$ cat config.mk
export PLATFORM = sky130hd
export DESIGN_NAME = motor_duty_slew_limiter_core_flat
export DESIGN_NICKNAME = d
export VERILOG_FILES = /design/src/hdl/mdsl_pkg.sv /design/src/hdl/mdsl_if.sv /design/src/hdl/mdsl_ramp.sv /design/src/hdl/motor_duty_slew_limiter_core.sv /design/src/flat_wrapper.sv
export SDC_FILE = /design/constraint.sdc
export NUM_CORES = 1
export LEC_CHECK = 0
export ABC_AREA = 1
export BUFFER_PORTS_ARGS = -buffer_cell sky130_fd_sc_hd__buf_2
export CORE_ASPECT_RATIO = 1.4
export CORE_MARGIN = 2
export CORE_UTILIZATION = 54
export DETAILED_ROUTE_END_ITERATION = 6
export PLACE_DENSITY_LB_ADDON = 0.12
export REMOVE_ABC_BUFFERS = 1
export SETUP_SLACK_MARGIN = 0.15
export SLEW_MARGIN = 20
export SYNTH_ARGS = -nofsm -noshare
export SYNTH_HDL_FRONTEND = slang
export SYNTH_SLANG_ARGS = --single-unit
$ cat constraint.sdc
create_clock -name clk_i -period 5.6 [get_ports clk_i]
set_input_delay 1.68 -clock clk_i [delete_from_list [all_inputs] [get_ports clk_i]]
set_output_delay 1.68 -clock clk_i [all_outputs]
set_load 0.05 [all_outputs]
$ cat src/hdl/mdsl_pkg.sv
// ----------------------------------------------------------------------------
// Motor duty slew limiter package
// Shared types and codes for the duty slew limiter.
// ----------------------------------------------------------------------------
package mdsl_pkg;

  localparam int unsigned DutyW   = 16;
  localparam int unsigned TicksW  = 16;
  localparam int unsigned CmdW    = 2;
  localparam int unsigned PaddrW  = 4;
  localparam int unsigned PdataW  = 32;

  localparam logic [DutyW-1:0]  RiseStepRst     = 16'd1310;
  localparam logic [DutyW-1:0]  FallStepRst     = 16'd1310;
  localparam logic [TicksW-1:0] ReleaseTicksRst = 16'd100;

  typedef enum logic [1:0] {
    DRIVE_FREE    = 2'd0,
    DRIVE_FORWARD = 2'd1,
    DRIVE_REVERSE = 2'd2,
    DRIVE_BRAKE   = 2'd3
  } drive_e;

  typedef enum logic [CmdW-1:0] {
    CMD_FRAME   = 2'd0,
    CMD_RAMP    = 2'd1,
    CMD_TIMEOUT = 2'd2
  } cmd_e;

  typedef enum logic [1:0] {
    REG_RISE_STEP     = 2'd0,
    REG_FALL_STEP     = 2'd1,
    REG_RELEASE_TICKS = 2'd2
  } reg_e;

  typedef struct packed {
    logic [DutyW-1:0] duty;
    logic [1:0]       state;
  } drive_t;

  typedef struct packed {
    logic [DutyW-1:0] rise_step;
    logic [DutyW-1:0] fall_step;
  } slew_cfg_t;

endpackage

$ cat src/hdl/mdsl_if.sv
// ----------------------------------------------------------------------------
// Motor duty slew limiter channels
// Valid/ready request and result channels of the duty slew limiter.
// ----------------------------------------------------------------------------
interface mdsl_in_if;
  logic       valid;
  logic       ready;
  logic [1:0] cmd;
  logic [7:0] frame_byte0;
  logic [7:0] frame_byte1;
  logic [7:0] frame_byte2;

  modport source (output valid, cmd, frame_byte0, frame_byte1, frame_byte2, input ready);
  modport sink (input valid, cmd, frame_byte0, frame_byte1, frame_byte2, output ready);
endinterface

interface mdsl_out_if;
  logic        valid;
  logic        ready;
  logic [15:0] applied_duty_out;
  logic [1:0]  applied_state_out;
  logic        ready_out;
  logic        ack_out;

  modport source (output valid, applied_duty_out, applied_state_out, ready_out, ack_out,
                  input ready);
  modport sink (input valid, applied_duty_out, applied_state_out, ready_out, ack_out,
                output ready);
endinterface

$ cat src/hdl/mdsl_ramp.sv
// ----------------------------------------------------------------------------
// Motor duty slew limiter ramp step
// One slew step of the applied drive toward the target drive.
// ----------------------------------------------------------------------------
module mdsl_ramp (
  input  logic               enable_i,
  input  mdsl_pkg::slew_cfg_t cfg_i,
  input  mdsl_pkg::drive_t   applied_i,
  input  mdsl_pkg::drive_t   target_i,
  output mdsl_pkg::drive_t   applied_o
);

  logic                       rising;
  logic [mdsl_pkg::DutyW-1:0] gap;
  logic [mdsl_pkg::DutyW-1:0] step;
  logic [mdsl_pkg::DutyW-1:0] stepped;
  logic                       passive;

  assign rising  = target_i.duty > applied_i.duty;
  assign gap     = rising ? (target_i.duty - applied_i.duty) : (applied_i.duty - target_i.duty);
  assign step    = rising ? cfg_i.rise_step : cfg_i.fall_step;
  assign stepped = rising ? (applied_i.duty + step) : (applied_i.duty - step);
  assign passive = (target_i.state == mdsl_pkg::DRIVE_FREE) ||
                   (target_i.state == mdsl_pkg::DRIVE_BRAKE);

  always_comb begin
    applied_o = applied_i;
    if (enable_i) begin
      if (applied_i.state != target_i.state) begin
        if (cfg_i.fall_step == '0) begin
          applied_o = target_i;
        end else if (applied_i.duty <= cfg_i.fall_step) begin
          applied_o.duty  = '0;
          applied_o.state = target_i.state;
        end else begin
          applied_o.duty = applied_i.duty - cfg_i.fall_step;
        end
      end else if ((applied_i.duty != target_i.duty) && !passive) begin
        if ((step == '0) || (gap < step)) begin
          applied_o.duty = target_i.duty;
        end else begin
          applied_o.duty = stepped;
        end
      end
    end
  end

endmodule

$ cat src/hdl/motor_duty_slew_limiter_core.sv
// ----------------------------------------------------------------------------
// Motor duty slew limiter core
// Command frame decode, duty slew limiting and command timeout.
// ----------------------------------------------------------------------------
// Each request passes an input register and a result register; one request is
// taken every clock while results are taken. Its result moves from the input
// register into the result register once that one is free or being taken;
// the state update between them is combinational. A stalled result holds the
// input register and with it the request side. Every request yields exactly
// one result. The user writes step sizes and the timeout length over the APB
// port at byte addresses 0, 4 and 8 while idle; the block does not check it.
module motor_duty_slew_limiter_core (
  input  logic                          clk_i,
  input  logic                          rst_ni,
  mdsl_in_if.sink                       in_i,
  mdsl_out_if.source                    out_o,
  input  logic                          psel,
  input  logic                          penable,
  input  logic                          pwrite,
  input  logic [mdsl_pkg::PaddrW-1:0]   paddr,
  input  logic [mdsl_pkg::PdataW-1:0]   pwdata,
  output logic [mdsl_pkg::PdataW-1:0]   prdata,
  output logic                          pready
);

  logic [mdsl_pkg::DutyW-1:0]  rise_step_q;
  logic [mdsl_pkg::DutyW-1:0]  fall_step_q;
  logic [mdsl_pkg::TicksW-1:0] release_ticks_q;
  logic                        cfg_wr;
  mdsl_pkg::reg_e              cfg_idx;

  logic       req_valid_q;
  logic [1:0] req_cmd_q;
  logic [7:0] req_b0_q;
  logic [7:0] req_b1_q;
  logic [7:0] req_b2_q;
  logic       advance;

  mdsl_pkg::drive_t            target_q, target_d;
  mdsl_pkg::drive_t            applied_q, applied_d;
  mdsl_pkg::drive_t            ramp_target;
  mdsl_pkg::drive_t            ramp_result;
  mdsl_pkg::drive_t            frame_target;
  mdsl_pkg::slew_cfg_t         slew_cfg;
  logic [mdsl_pkg::TicksW-1:0] timeout_q, timeout_d;
  logic                        init_q, init_d;
  logic                        ack_d;
  logic                        ramp_en;

  logic                        res_valid_q;
  mdsl_pkg::drive_t            res_drive_q;
  logic                        res_init_q;
  logic                        res_ack_q;

  assign pready  = 1'b1;
  assign cfg_wr  = psel && penable && pwrite;
  assign cfg_idx = mdsl_pkg::reg_e'(paddr[3:2]);

  always_ff @(posedge clk_i or negedge rst_ni) begin
    if (!rst_ni) begin
      rise_step_q     <= mdsl_pkg::RiseStepRst;
      fall_step_q     <= mdsl_pkg::FallStepRst;
      release_ticks_q <= mdsl_pkg::ReleaseTicksRst;
    end else if (cfg_wr) begin
      case (cfg_idx)
        mdsl_pkg::REG_RISE_STEP:     rise_step_q     <= pwdata[mdsl_pkg::DutyW-1:0];
        mdsl_pkg::REG_FALL_STEP:     fall_step_q     <= pwdata[mdsl_pkg::DutyW-1:0];
        mdsl_pkg::REG_RELEASE_TICKS: release_ticks_q <= pwdata[mdsl_pkg::TicksW-1:0];
        default: ;
      endcase
    end
  end

  always_comb begin
    case (cfg_idx)
      mdsl_pkg::REG_RISE_STEP:     prdata = {16'd0, rise_step_q};
      mdsl_pkg::REG_FALL_STEP:     prdata = {16'd0, fall_step_q};
      mdsl_pkg::REG_RELEASE_TICKS: prdata = {16'd0, release_ticks_q};
      default:                     prdata = '0;
    endcase
  end

  assign advance    = req_valid_q && (!res_valid_q || out_o.ready);
  assign in_i.ready = !req_valid_q || advance;

  always_ff @(posedge clk_i or negedge rst_ni) begin
    if (!rst_ni) begin
      req_valid_q <= 1'b0;
    end else if (in_i.ready) begin
      req_valid_q <= in_i.valid;
    end
  end

  always_ff @(posedge clk_i) begin
    if (in_i.valid && in_i.ready) begin
      req_cmd_q <= in_i.cmd;
      req_b0_q  <= in_i.frame_byte0;
      req_b1_q  <= in_i.frame_byte1;
      req_b2_q  <= in_i.frame_byte2;
    end
  end

  assign frame_target.duty  = {req_b0_q[6:0], req_b1_q, req_b2_q[7]};
  assign frame_target.state = req_b2_q[6:5];
  assign slew_cfg.rise_step = rise_step_q;
  assign slew_cfg.fall_step = fall_step_q;

  always_comb begin
    ramp_target = target_q;
    ramp_en     = 1'b0;
    case (mdsl_pkg::cmd_e'(req_cmd_q))
      mdsl_pkg::CMD_FRAME: begin
        ramp_target = frame_target;
        ramp_en     = !req_b0_q[7] && init_q;
      end
      mdsl_pkg::CMD_RAMP: ramp_en = init_q;
      default: ;
    endcase
  end

  mdsl_ramp u_ramp (
    .enable_i  (ramp_en),
    .cfg_i     (slew_cfg),
    .applied_i (applied_q),
    .target_i  (ramp_target),
    .applied_o (ramp_result)
  );

  always_comb begin
    target_d  = target_q;
    applied_d = ramp_result;
    timeout_d = timeout_q;
    init_d    = init_q;
    ack_d     = 1'b0;
    case (mdsl_pkg::cmd_e'(req_cmd_q))
      mdsl_pkg::CMD_FRAME: begin
        if (req_b0_q[7]) begin
          init_d          = 1'b1;
          applied_d.duty  = '0;
          applied_d.state = mdsl_pkg::DRIVE_FREE;
          ack_d           = !req_b0_q[6];
        end else begin
          target_d  = frame_target;
          timeout_d = release_ticks_q;
        end
      end
      mdsl_pkg::CMD_TIMEOUT: begin
        if (timeout_q == '0) begin
          target_d.duty  = '0;
          target_d.state = mdsl_pkg::DRIVE_BRAKE;
        end else begin
          timeout_d = timeout_q - 1'b1;
        end
      end
      default: ;
    endcase
  end

  always_ff @(posedge clk_i or negedge rst_ni) begin
    if (!rst_ni) begin
      target_q    <= '0;
      applied_q   <= '0;
      timeout_q   <= '0;
      init_q      <= 1'b0;
      res_valid_q <= 1'b0;
    end else begin
      if (advance) begin
        target_q    <= target_d;
        applied_q   <= applied_d;
        timeout_q   <= timeout_d;
        init_q      <= init_d;
        res_valid_q <= 1'b1;
      end else if (out_o.ready) begin
        res_valid_q <= 1'b0;
      end
    end
  end

  always_ff @(posedge clk_i) begin
    if (advance) begin
      res_drive_q <= applied_d;
      res_init_q  <= init_d;
      res_ack_q   <= ack_d;
    end
  end

  assign out_o.valid             = res_valid_q;
  assign out_o.applied_duty_out  = res_drive_q.duty;
  assign out_o.applied_state_out = res_drive_q.state;
  assign out_o.ready_out         = res_init_q;
  assign out_o.ack_out           = res_ack_q;

endmodule

$ cat src/flat_wrapper.sv
// flat-port wrapper written by rule: the top's interface ports become plain ports
module motor_duty_slew_limiter_core_flat 
  (clk_i, rst_ni, psel, penable, pwrite, paddr, pwdata, prdata, pready, in_i_valid, in_i_cmd, in_i_frame_byte0, in_i_frame_byte1, in_i_frame_byte2, in_i_ready, out_o_valid, out_o_applied_duty_out, out_o_applied_state_out, out_o_ready_out, out_o_ack_out, out_o_ready);
  mdsl_in_if in_i_i ();
  mdsl_out_if out_o_i ();
  input  logic clk_i;
  input  logic rst_ni;
  input  logic psel;
  input  logic penable;
  input  logic pwrite;
  input  logic [mdsl_pkg::PaddrW-1:0] paddr;
  input  logic [mdsl_pkg::PdataW-1:0] pwdata;
  output logic [mdsl_pkg::PdataW-1:0] prdata;
  output logic pready;
  input wire logic [$bits(in_i_i.valid)-1:0] in_i_valid;
  input wire logic [$bits(in_i_i.cmd)-1:0] in_i_cmd;
  input wire logic [$bits(in_i_i.frame_byte0)-1:0] in_i_frame_byte0;
  input wire logic [$bits(in_i_i.frame_byte1)-1:0] in_i_frame_byte1;
  input wire logic [$bits(in_i_i.frame_byte2)-1:0] in_i_frame_byte2;
  output wire logic [$bits(in_i_i.ready)-1:0] in_i_ready;
  output wire logic [$bits(out_o_i.valid)-1:0] out_o_valid;
  output wire logic [$bits(out_o_i.applied_duty_out)-1:0] out_o_applied_duty_out;
  output wire logic [$bits(out_o_i.applied_state_out)-1:0] out_o_applied_state_out;
  output wire logic [$bits(out_o_i.ready_out)-1:0] out_o_ready_out;
  output wire logic [$bits(out_o_i.ack_out)-1:0] out_o_ack_out;
  input wire logic [$bits(out_o_i.ready)-1:0] out_o_ready;
  assign in_i_i.valid = in_i_valid;
  assign in_i_i.cmd = in_i_cmd;
  assign in_i_i.frame_byte0 = in_i_frame_byte0;
  assign in_i_i.frame_byte1 = in_i_frame_byte1;
  assign in_i_i.frame_byte2 = in_i_frame_byte2;
  assign in_i_ready = in_i_i.ready;
  assign out_o_valid = out_o_i.valid;
  assign out_o_applied_duty_out = out_o_i.applied_duty_out;
  assign out_o_applied_state_out = out_o_i.applied_state_out;
  assign out_o_ready_out = out_o_i.ready_out;
  assign out_o_ack_out = out_o_i.ack_out;
  assign out_o_i.ready = out_o_ready;
  motor_duty_slew_limiter_core u_core (.clk_i(clk_i), .rst_ni(rst_ni), .in_i(in_i_i), .out_o(out_o_i), .psel(psel), .penable(penable), .pwrite(pwrite), .paddr(paddr), .pwdata(pwdata), .prdata(prdata), .pready(pready));
endmodule
==> flow_metrics.env, run 1 <==
export IMPL_outcome="finished clean"
export IMPL_ys_ff_latch=144
export IMPL_final_nets=1828
export IMPL_preCtsSetupSlack_ns=-0.234
export IMPL_nFillCells=1746
export IMPL_synth_warnings=0
export IMPL_setup_violations=0
export IMPL_max_freq_mhz=188
export IMPL_synth_top_area_share_pct=19.9
export IMPL_clk_pin_slew_ns=0.06
export IMPL_holdBufCountCts=0
export IMPL_cts_path_max_buffers=2
export IMPL_hold_class="reg2reg"
export IMPL_wl_per_cell_um=17.7
export IMPL_core_area_mm2=0.0203
export IMPL_synthAdderAreaFrac_pct=9.54
export IMPL_io_buffers=83
export IMPL_htree_levels=4
export IMPL_arrival_ns=5.48
export IMPL_multiInputGateArea_mm2=0.00674
export IMPL_rsz0062_at_grt="true"
export IMPL_routed_wl_um=34500
export IMPL_synth_compound_area_share_pct=19.7
export IMPL_end_kind="flip-flop"
export IMPL_ys_async_sr_fraction_pct=71.5
export IMPL_slowest_stage="edfxtp_1"
export IMPL_slew_violations=0
export IMPL_period_share_pct=95.1
export IMPL_cpMostUsedCell="nand2_2"
export IMPL_ys_flop_type="dfrtp_1"
export IMPL_die_area_mm2=0.0217
export IMPL_final_util_pct=68.2
export IMPL_syn_mean_instance_area_um2=7.40
export IMPL_vias_per_cell=5.61
export IMPL_antenna_cells=0
export IMPL_die_x_um=125
export IMPL_holdPathEnd="u_core.fall_step_q[14]"
export IMPL_tightest_slew_ns=1.06
export IMPL_grt_overflow_total=0
export IMPL_tns_ns=0
export IMPL_clock_sinks=144
export IMPL_yosys_area_share_simple_pct=21.8
export IMPL_syn2layout_area_growth_pct=25.2
export IMPL_synth_top_family_by_area="simple AND/OR/NAND/NOR gates"
export IMPL_routabilityCongestion=0.967
export IMPL_seqCellArea_mm2=0.00383
export IMPL_root_buffer="clkbuf_16"
export IMPL_synthTopCellsByCount="nand2_1, inv_1, o21ai_0"
export IMPL_reg2regPathDepth=37
export IMPL_drt_pass1_iterations=6
export IMPL_r2r_end="u_core.out_o.applied_duty_out[11]"
export IMPL_min_delay_start="u_core.fall_step_q[14]"
export IMPL_vias=10900
export IMPL_synthMuxAreaShare_pct=0.271
export IMPL_critPathKind="reg2reg"
export IMPL_start_kind="flip-flop"
export IMPL_setup_ws_ns=0.272
export IMPL_min_path_cells=2
export IMPL_rrSetupSlack_ns=0.27
export IMPL_cts_tree="built"
export IMPL_grt_max_degree=40
export IMPL_yosys_area_share_xor_xnor_pct=3.72
export IMPL_fin_skew_ns=0.0131
export IMPL_yosysSeqAreaShare_pct=34.6
export IMPL_relSlewSlack_pct=29.0
export IMPL_hpwl_um=25600
export IMPL_synth_edff_count=41
export IMPL_ios=124
export IMPL_clk_latency_ns=0.44
export IMPL_die_y_um=173
export IMPL_min_period_ns=5.33
export IMPL_drtIter0Drc=728
export IMPL_yosys_cell_count_top_type="nand2_1"
export IMPL_layout_drive_gt1_share_pct=25.0
export IMPL_hold_violations=0
export IMPL_initial_utilization_pct=54.5
export IMPL_grt_pass1_vias=10700
export IMPL_ant_nets=0
export IMPL_grt_pass1_wl_um=54100
export IMPL_max_cap_violations=0
export IMPL_antenna_found_initial=0
export IMPL_r2r_start="u_core.req_cmd_q[1]"
export IMPL_critPathRequiredTime_ns=5.75
export IMPL_numCtsBuffers=17
export IMPL_synth_largest_area_cell="dfrtp_1"
export IMPL_yosysUniqueCellTypes=58
export IMPL_critical_path_max_stage_delay_ns=0.44
export IMPL_rows=62
export IMPL_path_max_fanout=7
export IMPL_crit_family="simple AND/OR/NAND/NOR gates"
export IMPL_syn_area_mm2=0.0111
export IMPL_drc_errors=0
export IMPL_synthTopCellsByArea="dfrtp_1, nand2_1, edfxtp_1"
export IMPL_syn_inst=1495
export IMPL_track_usage_pct=31.6
export IMPL_worst_path_buf_inv=9
cell usage in the layout, fill, tap and decap left out, types with 6 or more instances in the layout:
cell,instances
nand3_1,67
xor2_1,36
o211ai_1,16
nand3_2,6
dfstp_2,15
conb_1,17
o21ai_4,6
o22ai_1,9
inv_1,193
buf_4,119
a21oi_1,89
nand2_4,6
nor2_1,69
dfrtp_1,88
clkbuf_16,17
nand4_1,8
nand2_1,331
o221ai_1,11
xnor2_1,10
ha_1,68
nor2_2,7
nor2_4,6
nand2_2,31
nor3_1,10
o21ai_1,23
edfxtp_1,41
buf_6,8
inv_2,13
a21oi_2,20
buf_2,82
o21ai_0,139
ha_4,10
o21ai_2,25
timing repair:
item                                    4_1_cts  5_1_grt
endpoints found under the setup margin       32       32
setup buffers                                14       18
cloned                                        2        0
resized for setup                            43      124
pin swaps                                    23       68
sequential cells by signal (all words and copies together) (netlist names):
signal,flops
u_core.req_b2_q,3
u_core.timeout_q,16
u_core.init_q,1
u_core.target_q,18
u_core.req_cmd_q,2
u_core.out_o.ready_out,1
u_core.req_b1_q,8
u_core.req_b0_q,8
u_core.out_o.applied_duty_out,16
u_core.out_o.applied_state_out,2
u_core.release_ticks_q,16
u_core.out_o.ack_out,1
u_core.out_o.valid,1
u_core.rise_step_q,16
u_core.fall_step_q,16
u_core.req_valid_q,1
u_core.applied_q,18
worst reg2reg max path: cells and delay by family, from the launching register on:
family          cells  cell delay (ns)
buf+inv             9             1.18
simple gates       14             1.18
fa+ha+maj           3             0.90
compound gates      9             1.08
flops               1             0.44
xor+xnor            2             0.27
layout make-up:
type | count | area share, %
repair buffers | 216 | 11.2
multi-input cells | 1091 | 48.6
clock inverters | 15 | 1.55
flip-flops and latches | 144 | 27.6
well taps | 256 | 2.31
inverters | 207 | 5.64
clock buffers | 17 | 3.07
metal layers:
metal  vias up  GRT usage [%]  part of all wire [%]
met4         0           16.3                   5.2
met3       112           4.78                   4.8
li1       5305              -                     -
met1      5156           36.1                    39
met5         -              0                     0
met2       344           56.9                    51
stage by stage:
step | instances | area, µm² | hold slack, ns
final | 1946 | 13900 | 0.484
after global routing | 1946 | 13900 | 0.513
after CTS | 1928 | 13300 | 0.482
after detailed placement | 1880 | 12300 | 0.465
after global placement | 1880 | 12300 | 0.458
after floorplan | 1442 | 10800 | 0.439
worst max-delay path by stage:
stage / start / to / slack, ns / depth (start not counted)
floorplan: u_core.req_cmd_q[0] / u_core.applied_q[3] / -1.05 / 32
global placement: u_core.req_cmd_q[1] / u_core.out_o.applied_duty_out[7] / -0.13 / 34
detailed placement: u_core.req_cmd_q[1] / u_core.out_o.applied_duty_out[1] / -0.23 / 33
CTS: u_core.req_cmd_q[0] / u_core.applied_q[15] / 0.15 / 43
global route: u_core.req_cmd_q[1] / u_core.applied_q[16] / 0.04 / 41
finish: u_core.req_cmd_q[1] / u_core.out_o.applied_duty_out[11] / 0.27 / 37
cell families (layout without fill, tap and decap cells):
kind of cell    Yosys count  count (layout)
flops                   144             144
mux                       3               3
simple gates            562             562
fa+ha+maj                82              82
buf+inv                 275             455
xor+xnor                 47              47
compound gates          380             380
other cells               2              17
Power of run 1 is not shown: default switching activity piles up to over one toggle a cycle in this logic, so the estimate is an artifact.
==> run 2, diff against run 1 <==
PLACE_DENSITY_LB_ADDON = 0.08   (was 0.12)
==> run 2 against run 1 <==
Effect of this change: flip-flop and latch count unchanged; highest routed layer unchanged; cell count down 0.21%; critical endpoint unchanged; fmax down 2.2%; sequential share of layout area down 0.067 points.
==> flow_metrics.env, run 2 (synthesis gave the netlist of run 1 again) <==
export IMPL_hpwl_um=25700
export IMPL_setup_violations=0
export IMPL_top_regs="u_core.applied_q (18), u_core.target_q (18)"
export IMPL_slew_violations=0
export IMPL_die_x_um=125
export IMPL_crit_family="simple AND/OR/NAND/NOR gates"
export IMPL_die_area_mm2=0.0217
export IMPL_rsz0062_at_grt="true"
export IMPL_drt_pass1_iterations=5
export IMPL_routed_wl_um=35900
export IMPL_vias_per_cell=5.66
export IMPL_track_usage_pct=31.9
export IMPL_layout_drive_gt1_share_pct=25.2
export IMPL_core_area_mm2=0.0203
export IMPL_period_share_pct=97.3
export IMPL_max_cap_violations=0
export IMPL_critical_path_max_stage_delay_ns=0.46
export IMPL_rrSetupSlack_ns=0.15
export IMPL_grt_pass1_wl_um=54600
export IMPL_antenna_cells=0
export IMPL_relSlewSlack_pct=30.3
export IMPL_tns_ns=0
export IMPL_numCtsBuffers=17
export IMPL_worst_path_buf_inv=7
export IMPL_clk_pin_slew_ns=0.06
export IMPL_holdBufCountCts=0
export IMPL_slowest_stage="edfxtp_1"
export IMPL_grt_pass1_vias=10700
export IMPL_arrival_ns=5.60
export IMPL_ant_nets=0
export IMPL_vias=11000
export IMPL_grt_overflow_total=0
export IMPL_min_period_ns=5.45
export IMPL_end_kind="flip-flop"
export IMPL_root_buffer="clkbuf_16"
export IMPL_start_kind="flip-flop"
export IMPL_max_freq_mhz=183
export IMPL_routabilityCongestion=0.995
export IMPL_critPathKind="reg2reg"
export IMPL_die_y_um=173
export IMPL_initial_utilization_pct=54.5
export IMPL_htree_levels=4
export IMPL_syn2layout_area_growth_pct=25.5
export IMPL_hold_violations=0
export IMPL_rows=62
export IMPL_outcome="finished clean"
export IMPL_cts_tree="built"
export IMPL_drtIter0Drc=856
export IMPL_clock_sinks=144
export IMPL_nFillCells=1737
export IMPL_io_buffers=83
export IMPL_hold_class="reg2reg"
export IMPL_antenna_found_initial=0
export IMPL_clk_latency_ns=0.44
export IMPL_drc_errors=0
export IMPL_final_nets=1824
export IMPL_path_max_fanout=8
export IMPL_cts_path_max_buffers=2
export IMPL_wl_per_cell_um=18.5
export IMPL_layout_commonest_cell="nand2_1"
export IMPL_grt_max_degree=43
export IMPL_critPathRequiredTime_ns=5.75
export IMPL_ios=124
export IMPL_mostFrequentLayoutCells="nand2_1, inv_1, o21ai_0"
export IMPL_fin_skew_ns=0.00944
export IMPL_tightest_slew_ns=1.04
-- run 2: cell count changes in the layout (fill, tap and decap cells not counted), moves of 3 or more --
cell	delta
inv_2	+3
nor2_2	-3
inv_1	-3
bufinv_16	-4
clkbuf_16	+3
nand3_2	+3
a21oi_2	-3
inv_6	-3
nor2_4	+3
ha_1	-4
clkbuf_8	+4
buf_4	-10
nand2_8	+4
-- run 2: cell type report --
cell class	count	area, µm²	share of cell area (%)
Sequential cell	144	3830	27.5
Tap cell	256	320	2.31
Multi-Input combinational cell	1095	6880	49.5
Inverter	207	790	5.68
Clock buffer	24	513	3.69
Clock inverter	8	76.3	0.549
Timing Repair Buffer	208	1490	10.7
-- run 2: worst min-delay path: cells and delay by family, from the launching register on --
family / cells / cell delay [ns]
DFF: 1 / 0.33
AOI/OAI and AO/OA: 1 / 0.06
buffers and inverters: 1 / 0.05
-- run 2: per-layer routing --
metal	GRT usage, %	wire length [µm]	vias up
met3	4.88	1780	98
met2	56.4	18500	378
li1	-	-	5300
met4	15.1	1550	0
met1	37.9	14000	5220
met5	0	0	-
-- run 2: what timing repair did --
| action | in CTS | in global routing |
|---|---|---|
| buffers inserted | 7 | 36 |
| pin swaps | 7 | 85 |
| gates cloned | 1 | 5 |
| resized for setup | 29 | 163 |
| setup endpoints to repair | 32 | 32 |
-- run 2: stage by stage --
| step | instance area (µm²) | worst slack, ns | util, % | hold slack, ns | std cells |
|---|---|---|---|---|---|
| after floorplan | 10800 | -1.05 | - | 0.439 | 1442 |
| after global placement | 12100 | -0.0461 | 59.6 | 0.449 | 1861 |
| after detailed placement | 12100 | -0.0703 | 59.6 | 0.459 | 1861 |
| after CTS | 12900 | 0.151 | 63.2 | 0.474 | 1901 |
| after global routing | 13900 | -0.00533 | 68.4 | 0.510 | 1942 |
| final | 13900 | 0.150 | 68.4 | 0.477 | 1942 |
-- run 2: final timing paths --
kind | from | end | depth (start not counted)
worst min-delay path | u_core.init_q | u_core.init_q | 2
max in group asynchronous | rst_ni | u_core.rise_step_q[8] | 2
worst max-delay path | u_core.req_cmd_q[1] | u_core.out_o.applied_duty_out[11] | 34
worst min register to register | u_core.init_q | u_core.init_q | 2
worst max register to register | u_core.req_cmd_q[1] | u_core.out_o.applied_duty_out[11] | 34
min in group asynchronous | rst_ni | u_core.target_q[0] | 1
Power of run 2 is left out for the same reason.
